$ cat src/hw/rtl/brlr_pkg.sv
// ----------------------------------------------------------------------------
// brlr_pkg
// Shared types and constants of the styled Bresenham line rasterizer.
// ----------------------------------------------------------------------------
package brlr_pkg;

  localparam int COORD_BITS   = 12;
  localparam int ERR_BITS     = COORD_BITS + 3;
  localparam int PERIOD_BITS  = 4;
  localparam int CNT_BITS     = $clog2(COORD_BITS + 1);
  localparam int CFG_IDX_BITS = 1;

  // register indexes
  localparam logic [CFG_IDX_BITS-1:0] CFG_DOT_PERIOD  = CFG_IDX_BITS'(0);
  localparam logic [CFG_IDX_BITS-1:0] CFG_DASH_PERIOD = CFG_IDX_BITS'(1);

  localparam logic [PERIOD_BITS-1:0] DOT_PERIOD_RESET  = PERIOD_BITS'(3);
  localparam logic [PERIOD_BITS-1:0] DASH_PERIOD_RESET = PERIOD_BITS'(10);

  // operation codes
  localparam logic OP_START = 1'b0;
  localparam logic OP_STEP  = 1'b1;

  // line styles
  localparam logic [1:0] STYLE_SOLID  = 2'd0;
  localparam logic [1:0] STYLE_DOTTED = 2'd1;
  localparam logic [1:0] STYLE_DASHED = 2'd2;

  typedef struct packed {
    logic                         operation;
    logic signed [COORD_BITS-1:0] x_start;
    logic signed [COORD_BITS-1:0] y_start;
    logic signed [COORD_BITS-1:0] x_end;
    logic signed [COORD_BITS-1:0] y_end;
    logic [1:0]                   line_style;
  } in_item_t;

  typedef struct packed {
    logic signed [COORD_BITS-1:0] pixel_x;
    logic signed [COORD_BITS-1:0] pixel_y;
    logic                         plot;
    logic                         last;
  } out_item_t;

  typedef enum logic [1:0] {
    ST_IDLE,
    ST_DIVIDE,
    ST_EMIT
  } ctrl_state_t;

  typedef struct packed {
    logic load_line;
    logic rem_start;
    logic emit;
  } ctrl_cmd_t;

  typedef struct packed {
    logic need_rem;
    logic rem_done;
    logic out_free;
  } dp_status_t;

endpackage

$ cat src/hw/rtl/brlr_rem_unit.sv
// ----------------------------------------------------------------------------
// brlr_rem_unit
// Bit-serial remainder of a coordinate magnitude by a style period.
// ----------------------------------------------------------------------------
module brlr_rem_unit import brlr_pkg::*; (
  input  logic                   clk,
  input  logic                   rst_n,
  input  logic                   start,
  input  logic [COORD_BITS-1:0]  mag,
  input  logic [PERIOD_BITS-1:0] period,
  output logic                   done,
  output logic [PERIOD_BITS-1:0] rem
);

  logic [COORD_BITS-1:0]  shift_r;
  logic [PERIOD_BITS-1:0] rem_r;
  logic [PERIOD_BITS-1:0] rem_nxt;
  logic [CNT_BITS-1:0]    cnt_r;
  logic                   run_r;
  logic [PERIOD_BITS:0]   trial;

  // restoring step: bring in one dividend bit, subtract if it fits
  assign trial = {rem_r, shift_r[COORD_BITS-1]};

  always_comb begin
    if (trial >= {1'b0, period}) begin
      rem_nxt = PERIOD_BITS'(trial - {1'b0, period});
    end else begin
      rem_nxt = PERIOD_BITS'(trial);
    end
  end

  always_ff @(posedge clk) begin
    if (!rst_n) begin
      run_r <= 1'b0;
      cnt_r <= '0;
    end else if (start) begin
      run_r <= 1'b1;
      cnt_r <= CNT_BITS'(COORD_BITS);
    end else if (run_r) begin
      if (cnt_r == '0) begin
        run_r <= 1'b0;
      end else begin
        cnt_r <= cnt_r - CNT_BITS'(1);
      end
    end
  end

  always_ff @(posedge clk) begin
    if (start) begin
      shift_r <= mag;
      rem_r   <= '0;
    end else if (run_r && cnt_r != '0) begin
      shift_r <= {shift_r[COORD_BITS-2:0], 1'b0};
      rem_r   <= rem_nxt;
    end
  end

  assign done = run_r && (cnt_r == '0);
  assign rem  = rem_r;

endmodule

$ cat src/hw/rtl/brlr_datapath.sv
// ----------------------------------------------------------------------------
// brlr_datapath
// Line state, Bresenham step, style residue, period registers and result
// register.
// ----------------------------------------------------------------------------
module brlr_datapath import brlr_pkg::*; (
  input  logic                    clk,
  input  logic                    rst_n,
  input  in_item_t                in_item,
  input  ctrl_cmd_t               cmd,
  output dp_status_t              status,
  input  logic                    cfg_we,
  input  logic [CFG_IDX_BITS-1:0] cfg_index,
  input  logic [PERIOD_BITS-1:0]  cfg_wdata,
  input  logic                    out_ready,
  output logic                    out_valid,
  output out_item_t               out_item
);

  // period registers
  logic [PERIOD_BITS-1:0] dot_period_r;
  logic [PERIOD_BITS-1:0] dash_period_r;

  // line state
  logic signed [COORD_BITS-1:0] cur_x_r;
  logic signed [COORD_BITS-1:0] cur_y_r;
  logic signed [COORD_BITS-1:0] major_end_r;
  logic signed [ERR_BITS-1:0]   err_r;
  logic [COORD_BITS-1:0]        adx_r;
  logic [COORD_BITS-1:0]        ady_r;
  logic                         x_down_r;
  logic                         y_down_r;
  logic                         x_major_r;
  logic [1:0]                   style_r;
  logic                         active_r;

  // |major| mod period, tracked along the line
  logic [PERIOD_BITS-1:0] res_r;
  logic                   res_valid_r;
  logic                   res_valid_nxt;

  logic      out_valid_r;
  out_item_t out_item_r;

  // start decode
  logic signed [COORD_BITS:0]   ld_dx;
  logic signed [COORD_BITS:0]   ld_dy;
  logic [COORD_BITS-1:0]        ld_adx;
  logic [COORD_BITS-1:0]        ld_ady;
  logic                         ld_x_major;
  logic signed [ERR_BITS-1:0]   ld_err;

  // step
  logic signed [COORD_BITS-1:0] major;
  logic signed [COORD_BITS-1:0] minor;
  logic                         major_down;
  logic                         minor_down;
  logic signed [COORD_BITS-1:0] major_nxt;
  logic signed [COORD_BITS-1:0] minor_nxt;
  logic [COORD_BITS-1:0]        major_d;
  logic [COORD_BITS-1:0]        minor_d;
  logic                         err_neg;
  logic signed [ERR_BITS-1:0]   err_nxt;
  logic                         step_done;
  logic [COORD_BITS-1:0]        major_mag;
  logic                         mag_up;
  logic [PERIOD_BITS-1:0]       period;
  logic                         styled;
  logic                         plot;
  logic [PERIOD_BITS-1:0]       res_nxt;
  out_item_t                    out_nxt;

  logic                   rem_done;
  logic [PERIOD_BITS-1:0] rem;

  // ---------------- start decode ----------------
  assign ld_dx  = (COORD_BITS+1)'(in_item.x_end) - (COORD_BITS+1)'(in_item.x_start);
  assign ld_dy  = (COORD_BITS+1)'(in_item.y_end) - (COORD_BITS+1)'(in_item.y_start);
  assign ld_adx = ld_dx[COORD_BITS] ? COORD_BITS'(-ld_dx) : COORD_BITS'(ld_dx);
  assign ld_ady = ld_dy[COORD_BITS] ? COORD_BITS'(-ld_dy) : COORD_BITS'(ld_dy);
  // equal deltas go y-major
  assign ld_x_major = ld_adx > ld_ady;

  always_comb begin
    if (ld_x_major) begin
      ld_err = {2'b00, ld_ady, 1'b0} - {3'b000, ld_adx};
    end else begin
      ld_err = {2'b00, ld_adx, 1'b0} - {3'b000, ld_ady};
    end
  end

  // ---------------- bresenham step ----------------
  assign major      = x_major_r ? cur_x_r : cur_y_r;
  assign minor      = x_major_r ? cur_y_r : cur_x_r;
  assign major_down = x_major_r ? x_down_r : y_down_r;
  assign minor_down = x_major_r ? y_down_r : x_down_r;
  assign major_d    = x_major_r ? adx_r : ady_r;
  assign minor_d    = x_major_r ? ady_r : adx_r;
  assign err_neg    = err_r[ERR_BITS-1];

  assign major_nxt = major_down ? major - COORD_BITS'(1) : major + COORD_BITS'(1);

  always_comb begin
    if (err_neg) begin
      minor_nxt = minor;
      err_nxt   = err_r + ERR_BITS'({minor_d, 1'b0});
    end else begin
      minor_nxt = minor_down ? minor - COORD_BITS'(1) : minor + COORD_BITS'(1);
      err_nxt   = err_r + ERR_BITS'({minor_d, 1'b0}) - ERR_BITS'({major_d, 1'b0});
    end
  end

  assign step_done = (major_nxt == major_end_r);

  // ---------------- style ----------------
  assign period = (style_r == STYLE_DOTTED) ? dot_period_r : dash_period_r;
  assign styled = ((style_r == STYLE_DOTTED) || (style_r == STYLE_DASHED)) &&
                  (period != '0);
  assign plot   = styled ? (res_r != '0) : 1'b1;

  assign major_mag = major[COORD_BITS-1] ? COORD_BITS'(-major) : major;
  // magnitude grows when moving away from zero
  assign mag_up    = (major == '0) || (major[COORD_BITS-1] == major_down);

  always_comb begin
    if (mag_up) begin
      res_nxt = (res_r == period - PERIOD_BITS'(1)) ? '0 : res_r + PERIOD_BITS'(1);
    end else begin
      res_nxt = (res_r == '0) ? period - PERIOD_BITS'(1) : res_r - PERIOD_BITS'(1);
    end
  end

  brlr_rem_unit u_rem (
    .clk    (clk),
    .rst_n  (rst_n),
    .start  (cmd.rem_start),
    .mag    (major_mag),
    .period (period),
    .done   (rem_done),
    .rem    (rem)
  );

  // ---------------- result ----------------
  always_comb begin
    if (active_r) begin
      out_nxt.pixel_x = cur_x_r;
      out_nxt.pixel_y = cur_y_r;
      out_nxt.plot    = plot;
      out_nxt.last    = step_done;
    end else begin
      // step with no line in progress
      out_nxt.pixel_x = '0;
      out_nxt.pixel_y = '0;
      out_nxt.plot    = 1'b0;
      out_nxt.last    = 1'b1;
    end
  end

  always_comb begin
    res_valid_nxt = res_valid_r;
    if (cfg_we || cmd.load_line) begin
      res_valid_nxt = 1'b0;
    end else if (rem_done) begin
      res_valid_nxt = 1'b1;
    end
  end

  // ---------------- registers ----------------
  always_ff @(posedge clk) begin
    if (!rst_n) begin
      dot_period_r  <= DOT_PERIOD_RESET;
      dash_period_r <= DASH_PERIOD_RESET;
      active_r      <= 1'b0;
      res_valid_r   <= 1'b0;
      out_valid_r   <= 1'b0;
    end else begin
      if (cfg_we) begin
        case (cfg_index)
          CFG_DOT_PERIOD:  dot_period_r  <= cfg_wdata;
          CFG_DASH_PERIOD: dash_period_r <= cfg_wdata;
          default: ;
        endcase
      end
      res_valid_r <= res_valid_nxt;
      if (cmd.load_line) begin
        active_r <= ld_x_major ? (in_item.x_start != in_item.x_end)
                               : (in_item.y_start != in_item.y_end);
      end else if (cmd.emit && active_r && step_done) begin
        active_r <= 1'b0;
      end
      if (cmd.emit) begin
        out_valid_r <= 1'b1;
      end else if (out_ready) begin
        out_valid_r <= 1'b0;
      end
    end
  end

  always_ff @(posedge clk) begin
    if (cmd.load_line) begin
      cur_x_r     <= in_item.x_start;
      cur_y_r     <= in_item.y_start;
      major_end_r <= ld_x_major ? in_item.x_end : in_item.y_end;
      err_r       <= ld_err;
      adx_r       <= ld_adx;
      ady_r       <= ld_ady;
      x_down_r    <= !(in_item.x_end > in_item.x_start);
      y_down_r    <= !(in_item.y_end > in_item.y_start);
      x_major_r   <= ld_x_major;
      style_r     <= in_item.line_style;
    end else if (cmd.emit && active_r) begin
      cur_x_r <= x_major_r ? major_nxt : minor_nxt;
      cur_y_r <= x_major_r ? minor_nxt : major_nxt;
      err_r   <= err_nxt;
    end
    if (rem_done) begin
      res_r <= rem;
    end else if (cmd.emit && active_r) begin
      res_r <= res_nxt;
    end
    if (cmd.emit) begin
      out_item_r <= out_nxt;
    end
  end

  assign status.need_rem = active_r && styled && !res_valid_r;
  assign status.rem_done = rem_done;
  assign status.out_free = !out_valid_r || out_ready;

  assign out_valid = out_valid_r;
  assign out_item  = out_item_r;

endmodule

$ cat src/hw/rtl/brlr_ctrl.sv
// ----------------------------------------------------------------------------
// brlr_ctrl
// Item sequencing: start loads, steps emit, remainder pass when needed.
// ----------------------------------------------------------------------------
module brlr_ctrl import brlr_pkg::*; (
  input  logic       clk,
  input  logic       rst_n,
  input  logic       in_valid,
  input  logic       in_op,
  output logic       in_ready,
  input  dp_status_t status,
  output ctrl_cmd_t  cmd
);

  ctrl_state_t state_r;
  ctrl_state_t state_nxt;

  always_ff @(posedge clk) begin
    if (!rst_n) begin
      state_r <= ST_IDLE;
    end else begin
      state_r <= state_nxt;
    end
  end

  always_comb begin
    state_nxt = state_r;
    in_ready  = 1'b0;
    cmd       = '0;
    unique case (state_r)
      ST_IDLE: begin
        in_ready = 1'b1;
        if (in_valid) begin
          if (in_op == OP_START) begin
            cmd.load_line = 1'b1;
          end else if (status.need_rem) begin
            cmd.rem_start = 1'b1;
            state_nxt     = ST_DIVIDE;
          end else if (status.out_free) begin
            cmd.emit = 1'b1;
          end else begin
            state_nxt = ST_EMIT;
          end
        end
      end
      ST_DIVIDE: begin
        if (status.rem_done) begin
          state_nxt = ST_EMIT;
        end
      end
      ST_EMIT: begin
        if (status.out_free) begin
          cmd.emit  = 1'b1;
          state_nxt = ST_IDLE;
        end
      end
      default: state_nxt = ST_IDLE;
    endcase
  end

endmodule

$ cat src/hw/rtl/bresenham_line_rasterizer_top.sv
// ----------------------------------------------------------------------------
// bresenham_line_rasterizer_top
// Styled Bresenham line rasterizer: start items load a line, step items
// return one pixel each.
// ----------------------------------------------------------------------------
// A start item gives no result. A step item is emitted in the cycle it is
// accepted while the result register is free or being drained, so steps
// stream at one pixel per clock while the output drains and no remainder pass
// runs. The dotted/dashed test keeps a running residue of the major
// coordinate's magnitude modulo the period; the first styled step after a
// start or after a period write first runs the bit-serial remainder unit, one
// coordinate bit per cycle, before it is emitted. Solid lines and steps with
// no line in progress never wait on it. Results wait in a single output
// register; a step accepted while it is still full is held until it drains.
module bresenham_line_rasterizer_top import brlr_pkg::*; (
  input  logic                    clk,
  input  logic                    rst_n,
  input  logic                    in_valid,
  output logic                    in_ready,
  input  in_item_t                in_item,
  output logic                    out_valid,
  input  logic                    out_ready,
  output out_item_t               out_item,
  input  logic                    cfg_we,
  input  logic [CFG_IDX_BITS-1:0] cfg_index,
  input  logic [PERIOD_BITS-1:0]  cfg_wdata
);

  ctrl_cmd_t  cmd;
  dp_status_t status;

  brlr_ctrl u_ctrl (
    .clk      (clk),
    .rst_n    (rst_n),
    .in_valid (in_valid),
    .in_op    (in_item.operation),
    .in_ready (in_ready),
    .status   (status),
    .cmd      (cmd)
  );

  brlr_datapath u_datapath (
    .clk       (clk),
    .rst_n     (rst_n),
    .in_item   (in_item),
    .cmd       (cmd),
    .status    (status),
    .cfg_we    (cfg_we),
    .cfg_index (cfg_index),
    .cfg_wdata (cfg_wdata),
    .out_ready (out_ready),
    .out_valid (out_valid),
    .out_item  (out_item)
  );

endmodule
$ cat config.mk
export PLATFORM = sky130hd
export DESIGN_NAME = bresenham_line_rasterizer_top
export DESIGN_NICKNAME = d
export VERILOG_FILES = /design/src/hw/rtl/brlr_pkg.sv /design/src/hw/rtl/brlr_rem_unit.sv /design/src/hw/rtl/brlr_datapath.sv /design/src/hw/rtl/brlr_ctrl.sv /design/src/hw/rtl/bresenham_line_rasterizer_top.sv
export SDC_FILE = /design/constraint.sdc
export NUM_CORES = 1
export LEC_CHECK = 0
export BUFFER_PORTS_ARGS = -buffer_cell sky130_fd_sc_hd__buf_4
export CORE_ASPECT_RATIO = 0.8
export CORE_MARGIN = 2
export CORE_UTILIZATION = 45
export DETAILED_ROUTE_END_ITERATION = 16
export PLACE_DENSITY_LB_ADDON = 0.12
export SLEW_MARGIN = 5
export SYNTH_ARGS = -nofsm -noshare
export SYNTH_HDL_FRONTEND = slang
export SYNTH_HIERARCHICAL = 1
export SYNTH_SLANG_ARGS = --single-unit
$ cat constraint.sdc
create_clock -name clk -period 20.3 [get_ports clk]
set_input_delay 3.045 -clock clk [delete_from_list [all_inputs] [get_ports clk]]
set_output_delay 3.045 -clock clk [all_outputs]
set_load 0.02 [all_outputs]
======== After elaboration in Yosys (flattened, before gate mapping) ========
Index checks and enable logic that the tools add are counted.
operators by class
  add/sub/neg operators ................... 18
  order comparisons ....................... 4
  equality and inequality tests ........... 15
  muxes and demuxes ....................... 60
  bitwise gates (word level) .............. 3
  reduce and logical (&&, ||, !) cells .... 35
operators by type and width
  cell                     count
  $mux W12                 19
  $mux W15                 4
  $mux W4                  10
  $gt A12 B12 Y1           3
  $neg A12 Y12             3
  $sub A13 B12 Y14         2
  $sub A12 B12 Y13         2
  $add A12 B2 Y12 const B  2
  $ne A12 B12 Y1           2
  $sub A12 B2 Y12 const B  2
  $mux W1                  16
  $mux W2                  8
  $add A15 B13 Y15         1
  $sub A15 B13 Y15         1
  $eq A12 B12 Y1           1
  $logic_not A12 Y1        1
  $reduce_bool A2 Y1       6
  $reduce_bool A4 Y1       3
  $sub A4 B1 Y4 const B    3
  $logic_not A4 Y1         2
  $ne A2 B2 Y1 const B     4
  $reduce_and A2 Y1        4
  $logic_and A1 B1 Y1      7
  $pmux W2 S3              1
  17 further kinds         28
storage, ports and cells
  register bits after elaboration ......... 144
  input bits .............................. 61
  output and inout port bits .............. 28
  word-level logic and storage cells ...... 161

======== Depth between registers and ports, before layout ========
Gate-level depths: netlist of the first run.
  depth after elaboration ................. 14
  mapped depth ............................ 25
  depth with buffers taken out ............ 24

======== Cells and area by module ========
Netlist of the first run, hierarchy kept.
modules (own cells, without submodules)
  module         times used  cells an instance  area an instance (µm²)  sequential area each (µm²)
  brlr_datapath  1           1,261              11,433.5                3,493.4
  brlr_rem_unit  1           93                 1,147.4                 540.5
  brlr_ctrl      1           15                 127.6                   40.0

======== Worst setup path after synthesis of the first run ========
No wires, ideal clock.
  kind .................................... input-to-reg
  from .................................... in in_item[50] (netlist name)
  to ...................................... reg u_datapath.cur_x_r[0] (enable)
  setup time .............................. 0.396 ns
  arrival time ............................ 9.547 ns
  data required time ...................... 19.904 ns
  slack ................................... 10.357 ns
  stages on the path ...................... 4
  buffers on the path ..................... 1
  cell sequence ........................... nor4b_1 > inv_1 > clkbuf_1 > nand2_1
between the ends
  longest elaborated chain between the ends .. 5
  elaborated cells between the ends (all ways) .. 7
  those cells by class .................... 5 x mux; 2 x reduce/logical
ends and longest elaborated chain
  item                            RTL line                             RTL
  start: declaration              bresenham_line_rasterizer_top.sv:20  input in_item_t in_item,
  $mux W2                         brlr_ctrl.sv:34                      if (in_op == OP_START) begin
  $mux W3 *                       brlr_ctrl.sv:33                      if (in_valid) begin
  $pmux W1 S2                     brlr_ctrl.sv:30                      unique case (state_r)
  $logic_and A1 B1 Y1             brlr_datapath.sv:211                 end else if (cmd.emit && active_r) begin
  $reduce_bool A2 Y1 (no line) *  n/a
  end signal: assignment          brlr_datapath.sv:201                 cur_x_r <= in_item.x_start;
  end signal: assignment          brlr_datapath.sv:212                 cur_x_r <= x_major_r ? major_nxt : minor_nxt;
  end: declaration                brlr_datapath.sv:25                  logic signed [COORD_BITS-1:0] cur_x_r;
Every way passes the cells marked *; elsewhere a longest branch is shown, timed or not.
A chain may end at the register's enable or synchronous reset.

======== Final worst setup path of the first run ========
  from .................................... in in_item[2] (netlist name)
  to ...................................... reg u_datapath.major_end_r[7], data pin
between the ends
  longest elaborated chain between the ends .. 5
ends and longest elaborated chain
  item                            RTL line              RTL
  $sub A12 B12 Y13 *              brlr_datapath.sv:78   assign ld_dy = (COORD_BITS+1)'(in_item.y_end) - (COORD_BITS+1)'(in_item.y_start);
  $neg A12 Y12                    brlr_datapath.sv:80   assign ld_ady = ld_dy[COORD_BITS] ? COORD_BITS'(-ld_dy) : COORD_BITS'(ld_dy);
  $mux W12 *                      brlr_datapath.sv:80
  named net u_datapath.ld_ady[1]  brlr_datapath.sv:49   logic [COORD_BITS-1:0] ld_ady;
  $gt A12 B12 Y1 *                brlr_datapath.sv:82   assign ld_x_major = ld_adx > ld_ady;
  $mux W12 *                      brlr_datapath.sv:203  major_end_r <= ld_x_major ? in_item.x_end : in_item.y_end;
  end signal: assignment          brlr_datapath.sv:203
  end: declaration                brlr_datapath.sv:27   logic signed [COORD_BITS-1:0] major_end_r;
Mark *: on every way through the listed nets, which the timed path passes. The rest lies on a longest branch.

==> flow_summary.toml, run 1 <==
[global_route]
grt_pass1_wl_um = 52300
gr-total-overflow = 0
grt_pass1_vias = 9600
track_usage_pct = 22.8
antenna_found_initial = 0
grt_max_degree = 63

[setup_path]
crit_slowest_cell = "a2111oi_0"
cp_cell_sequence = "buf_4 -> inv_1 -> ha_1 -> fa_1 -> nand2b_1 -> a21o_1 -> a2111oi_0 -> o21ai_1 -> o21ai_0 -> inv_1 -> ha_1 -> nor2b_1 -> o21a_1 -> o21a_1 -> o21ai_0 -> a211oi_1 -> o21ai_0 -> or2_1 -> a21o_1 -> maj3_2 -> maj3_2 -> mux2_2"
path_buf_inv = 3
cp-end-kind = "flop"
cp_top_family = "compound AO/OA/AOI/OAI gates"
startpoint_type = "input pin"
max_stage_delay_ps = 860
cp_data_arrival_time_ps = 9030
cp.required_ps = 20480
worst-setup-path-type = "in2reg"
crit_path_max_fanout = 29
crit_path_frequent_cell = "o21ai_0"

[clock_network]
cts_sinks = 143
ctsHoldBuffers = 0
cts_root_buf = "clkbuf_16"
worst_skew_pair.late_latency_ps = 440
cts.path.max_buffers = 2
post-cts-setup-buffer-count = 0
cts.reportedPaths.clkPinSlew_ps = 60
numCtsBuffers = 17
tritoncts = "done"
cts_resized = 0
htree_levels = 4

[drt]
wl_met2_um = 14200
drtIter0Drc = 678
met3_length_um = 1390
ant_nets = 0
wire_per_inst_um = 18.3
dr.pass1.iters = 6
route.detailed.drc = 0
routed_wirelength_um = 33200
viasPerCell = 5.61
highest_layer = "met4"
wl_met1_um = 17300
vias = 10196

[die]
core.rowCount = 54
start_util_pct = 46.2
dieArea_um2 = 29600
die_w_um = 192
num_io_pins = 89
core_um2 = 27500
die_h_um = 154

[logic_synthesis]
yosysTopAreaCellShare_pct = 28.6
syn_inst = 1369
synth_flop_cell = "edfxtp_1"
yosysUniqueCellTypes = 87
synthArstFlopShare_pct = 0
yosys-top-cells-count = "edfxtp_1, inv_1, ha_1, nor2_1, a21oi_1"
synth_top_area_cell = "edfxtp_1"
ys_ff_latch = 143
yosysMostFrequentCell = "edfxtp_1"
syn_nets = 1550
syn_area_per_cell_um2 = 9.28
synth_enable_flop_cells = 121
synth_area_um2 = 12700
yosysSeqAreaShare_pct = 32.1
synth_area_leaders = "edfxtp_1, ha_1, xnor2_1, mux2i_1, mux2_2"
yosysWarnings = 6

[power]
p_leak_nw = 5.99
power.density_nw_per_um2 = 129
ir_drop_v = 0.0000753

[outcome]
status = "finished, final reports clean"

[sta]
fmax_ghz = 0.113
setup_tns_ps = 0
tightest_slew_ps = 998
hold_viol_final = 0
period_share_pct = 43.6
rsz0062_at_grt = "no"
skew_ps = 12.8
min_period_ps = 8850
slew-limit-headroom_pct = 31.8
fin_ws_ps = 11450
slew_viol_final = 0
setup_violations = 0

[final_layout]
final_layout_size_suffix_gt1_share_pct = 14.4
fillers = 2491
final_core_util_pct = 52.1
final_nets = 1623
syn_to_final_growth_pct = 12.7
antenna_cells = 0

[placement]
hpwl_um = 25900
portBuffers = 88
place_ws_ps = 11160
gp_congestion = 0.890

[flow_run]
max_cap_viol_count = 0

[worst_hold_path]
hp-class = "reg2reg"
-- layout by cell type (no fill, tap or decap), types with 15 or more instances in the layout --
cell type	count
nand2b_1	23
xnor2_1	88
nor2_1	101
nand2_1	74
a211oi_1	17
dfxtp_1	22
edfxtp_1	121
nor2b_1	18
a21oi_1	93
clkbuf_16	19
mux2_2	48
a21o_1	20
mux2i_1	65
xor2_1	35
nand3_1	33
o21ai_0	73
and2_1	31
inv_1	115
nor3_1	23
buf_4	98
o21bai_1	15
o21a_1	19
ha_1	111
-- kinds of logic after synthesis --
kind of cell / after synthesis / share of synthesized area [%]
and+or+nand+nor: 363 / 14.3
xor gates and xnor gates: 123 / 8.48
DFF: 143 / 32.1
AOI/OAI and AO/OA: 335 / 17.4
muxes: 120 / 10.1
adders and majority gates: 124 / 12.7
buffers and inverters: 161 / 4.99
-- through the flow --
| step | cells | hold WS (ps) | cell area (um^2) | power [W] |
|---|---|---|---|---|
| after floorplan | 1369 | 440 | 12700 | 0.00129 |
| after global placement | 1787 | 450 | 13700 | 0.00150 |
| after detailed placement | 1787 | 454 | 13700 | 0.00152 |
| after CTS | 1819 | 469 | 14300 | 0.00185 |
| after global routing | 1819 | 486 | 14300 | 0.00200 |
| final | 1819 | 469 | 14300 | 0.00185 |
-- per-layer routing --
metal,up-vias,global-route usage (%)
li1,5110,-
met1,4821,34.7
met2,240,33.9
met3,25,3.09
met4,0,5.13
met5,-,0
-- path summary, 6_finish.rpt --
| kind | endpoint | cells past startpoint | from | slack (ps) |
|---|---|---|---|---|
| setup / recovery | u_datapath/major_end_r[7]$_DFFE_PP_ | 22 | in_item[2] | 11450 |
| hold / removal | u_datapath/dash_period_r[3]$_SDFFE_PN1P_ | 2 | u_datapath/dash_period_r[3]$_SDFFE_PN1P_ | 470 |
| setup reg to reg | u_datapath/active_r$_SDFFE_PN0P_ | 16 | u_datapath/x_major_r$_DFFE_PP_ | 15110 |
| hold reg to reg | u_datapath/dash_period_r[3]$_SDFFE_PN1P_ | 2 | u_datapath/dash_period_r[3]$_SDFFE_PN1P_ | 470 |
-- flip-flops by register name, indices dropped and copies added (netlist names), 12 cells and up --
name	cells
u_datapath/ady_r	12
u_datapath/cur_x_r	12
u_datapath/adx_r	12
u_datapath/major_end_r	12
u_datapath/cur_y_r	12
u_datapath/out_item	26
u_datapath/u_rem/shift_r	12
u_datapath/err_r	14
-- power breakdown --
| group | switching (W) | leakage (nW) | internal, W |
|---|---|---|---|
| Clock | 0.000128 | 0.302 | 0.000193 |
| Combinational | 0.000628 | 4.38 | 0.000484 |
| Sequential | 0.0000255 | 1.31 | 0.000388 |
| Total | 0.000781 | 5.99 | 0.00107 |
-- tightest hold or removal path, delay by kind of cell (launching register included) --
kind / cells / cell delay (ps)
flip-flops: 1 / 320
AND/OR/NAND/NOR: 2 / 120
-- final cells by class --
class / instances / area [um^2] / share of cell area (%)
Sequential cell: 143 / 4070 / 28.4
Clock inverter: 8 / 72.6 / 0.507
Clock buffer: 24 / 524 / 3.66
Timing Repair Buffer: 98 / 736 / 5.14
Tap cell: 364 / 455 / 3.18
Multi-Input combinational cell: 1065 / 8020 / 56.0
Inverter: 117 / 439 / 3.07
Power figures use the tool's default switching activity.
==> inputs of run 2 (changes only) <==
--- a/config.mk
+++ b/config.mk
@@ -5,6 +5,7 @@
 export SDC_FILE = /design/constraint.sdc
 export NUM_CORES = 1
 export LEC_CHECK = 0
+export ABC_AREA = 1
 export BUFFER_PORTS_ARGS = -buffer_cell sky130_fd_sc_hd__buf_4
 export CORE_ASPECT_RATIO = 0.8
 export CORE_MARGIN = 2
==> constraint.sdc (replaced) <==
create_clock -name clk -period 8.1 [get_ports clk]
set_input_delay 1.215 -clock clk [delete_from_list [all_inputs] [get_ports clk]]
set_output_delay 1.215 -clock clk [all_outputs]
set_load 0.02 [all_outputs]
==> flow_summary.toml, run 2 <==
[logic_synthesis]
yosysSeqAreaShare_pct = 30.5
synth_compound_area_share_pct = 12.6
synthXorXnorAreaFrac_pct = 5.36
synth_top_family_by_area = "simple AND/OR/NAND/NOR gates"
synthArstFlopShare_pct = 0
yosysWarnings = 6
yosys-top-cells-count = "nand2_1, inv_1, o21ai_0, edfxtp_1, ha_1"
synthAdderAreaFrac_pct = 11.7
synthMuxAreaShare_pct = 0.524
ys_ff_latch = 143
synth_top_area_cell = "edfxtp_1"
syn_inst = 1887
synth_enable_flop_cells = 121
syn_area_per_cell_um2 = 7.09
yosysUniqueCellTypes = 56
synth_area_leaders = "edfxtp_1, nand2_1, ha_1, inv_1, o21ai_0"
synth_flop_cell = "edfxtp_1"
yosysTopAreaCellShare_pct = 27.2
yosysMostFrequentCell = "nand2_1"
synth_area_um2 = 13400
syn_nets = 2068
synthSimpleGateAreaFrac_pct = 28.9

[setup_path]
crit_path_frequent_cell = "nand2_1"
cp-end-kind = "flop"
crit_path_max_fanout = 33
cp_top_family = "simple AND/OR/NAND/NOR gates"
cp_num_cells = 33
max_stage_delay_ps = 390
startpoint_type = "input pin"
cp.required_ps = 8280
crit_slowest_cell = "fa_1"
worst-setup-path-type = "in2reg"
reg2reg_depth = 21
path_buf_inv = 7
cp_data_arrival_time_ps = 5780

[final_layout]
fillers = 2952
syn_to_final_growth_pct = 12.0
layout_commonest_cell = "nand2_1"
antenna_cells = 0
largest_reg_flops = 26
final_nets = 2143
final_layout_size_suffix_gt1_share_pct = 11.5
regArea_um2 = 4070
multi_input_area_um2 = 7910
final_core_util_pct = 51.1
final_cell_mix = "nand2_1, inv_1, o21ai_0"

[die]
die_w_um = 197
die_h_um = 158
core.rowCount = 56
core_um2 = 29300
start_util_pct = 45.7
num_io_pins = 89
dieArea_um2 = 31100

[drt]
vias = 12304
wire_per_inst_um = 15.5
ant_nets = 0
drtIter0Drc = 919
routed_wirelength_um = 36400
dr.pass1.iters = 6
route.detailed.drc = 0
viasPerCell = 5.23

[sta]
skew_ps = 11.3
min_period_ps = 5600
hold_viol_final = 0
slew_viol_final = 0
rsz0062_at_grt = "no"
setup_violations = 0
setup_tns_ps = 0
period_share_pct = 69.2
timing.hold.ws_ps = 458
slew-limit-headroom_pct = 31.4
fmax_ghz = 0.178
tightest_slew_ps = 1030

[global_route]
grt_max_degree = 76
gr-total-overflow = 0
grt_pass1_wl_um = 59500
antenna_found_initial = 0
track_usage_pct = 24.3
grt_pass1_vias = 11476

[clock_network]
post-cts-setup-buffer-count = 0
cts_root_buf = "clkbuf_16"
cts.path.max_buffers = 2
cts_resized = 0
cts.reportedPaths.clkPinSlew_ps = 70
tritoncts = "done"
ctsHoldBuffers = 0
cts_sinks = 143
htree_levels = 4
numCtsBuffers = 17
worst_skew_pair.late_latency_ps = 440

[power]
power.density_nw_per_um2 = 327
p_leak_nw = 7.57
ir_drop_v = 0.000181

[worst_hold_path]
hp-class = "reg2reg"
hold_depth = 2

[flow_run]
max_cap_viol_count = 0

[placement]
hpwl_um = 29000
gp_congestion = 0.930
portBuffers = 88

[outcome]
status = "finished, final reports clean"
[run 2: kinds of logic (layout without fill, tap and decap cells)]
group	after synthesis	after routing
multiplexers	7	7
AND/OR/NAND/NOR	876	876
adder cells (fa/ha/maj)	120	120
flip-flops	143	143
buffers and inverters	357	445
XOR/XNOR	81	81
AO/OA/AOI/OAI	303	303
[run 2: power by group]
part | switching [W] | internal [W] | total (W)
Combinational | 0.00187 | 0.00108 | 0.00294
Clock | 0.000348 | 0.000467 | 0.000814
Sequential | 0.0000950 | 0.00104 | 0.00114
Total | 0.00231 | 0.00259 | 0.00490
[run 2: worst paths after layout]
| kind | start | end | slack (ps) |
|---|---|---|---|
| worst max-delay path | in_item[2] | u_datapath/err_r[2]$_DFFE_PP_ | 2500 |
| worst min-delay path | u_datapath/dot_period_r[2]$_SDFFE_PN0P_ | u_datapath/dot_period_r[2]$_SDFFE_PN0P_ | 460 |
| worst max register to register | u_datapath/x_major_r$_DFFE_PP_ | u_datapath/err_r[12]$_DFFE_PP_ | 2730 |
| worst min register to register | u_datapath/dot_period_r[2]$_SDFFE_PN0P_ | u_datapath/dot_period_r[2]$_SDFFE_PN0P_ | 460 |
[run 2: cell type report]
class / count / area share, %
repair buffers: 97 / 4.86
clock inverters: 14 / 1.04
clock buffers: 18 / 2.93
inverters: 316 / 7.94
multi-input cells: 1387 / 52.8
well taps: 377 / 3.15
flip-flops and latches: 143 / 27.2
[run 2: per-stage QoR]
| stage | setup WS, ps | instance area [um^2] | total power [W] | instances |
|---|---|---|---|---|
| floorplan | 1770 | 13400 | 0.00336 | 1887 |
| global placement | 2290 | 14400 | 0.00402 | 2320 |
| detailed placement | 2120 | 14400 | 0.00406 | 2320 |
| CTS | 2550 | 15000 | 0.00489 | 2352 |
| global route | 1960 | 15000 | 0.00536 | 2352 |
| finish | 2500 | 15000 | 0.00490 | 2352 |
[run 2: metal layers]
layer	vias up	global-route usage (%)	wire, um
met4	0	4.80	407
met3	28	2.68	1940
met2	352	38.1	15400
met1	5617	36.2	18700
li1	6307	-	-
met5	-	0	0
[run 2: tightest hold or removal path, stage by stage, from the launching register on]
cell     delay, ps
dfxtp_1        300
inv_1           60
a21oi_1         50
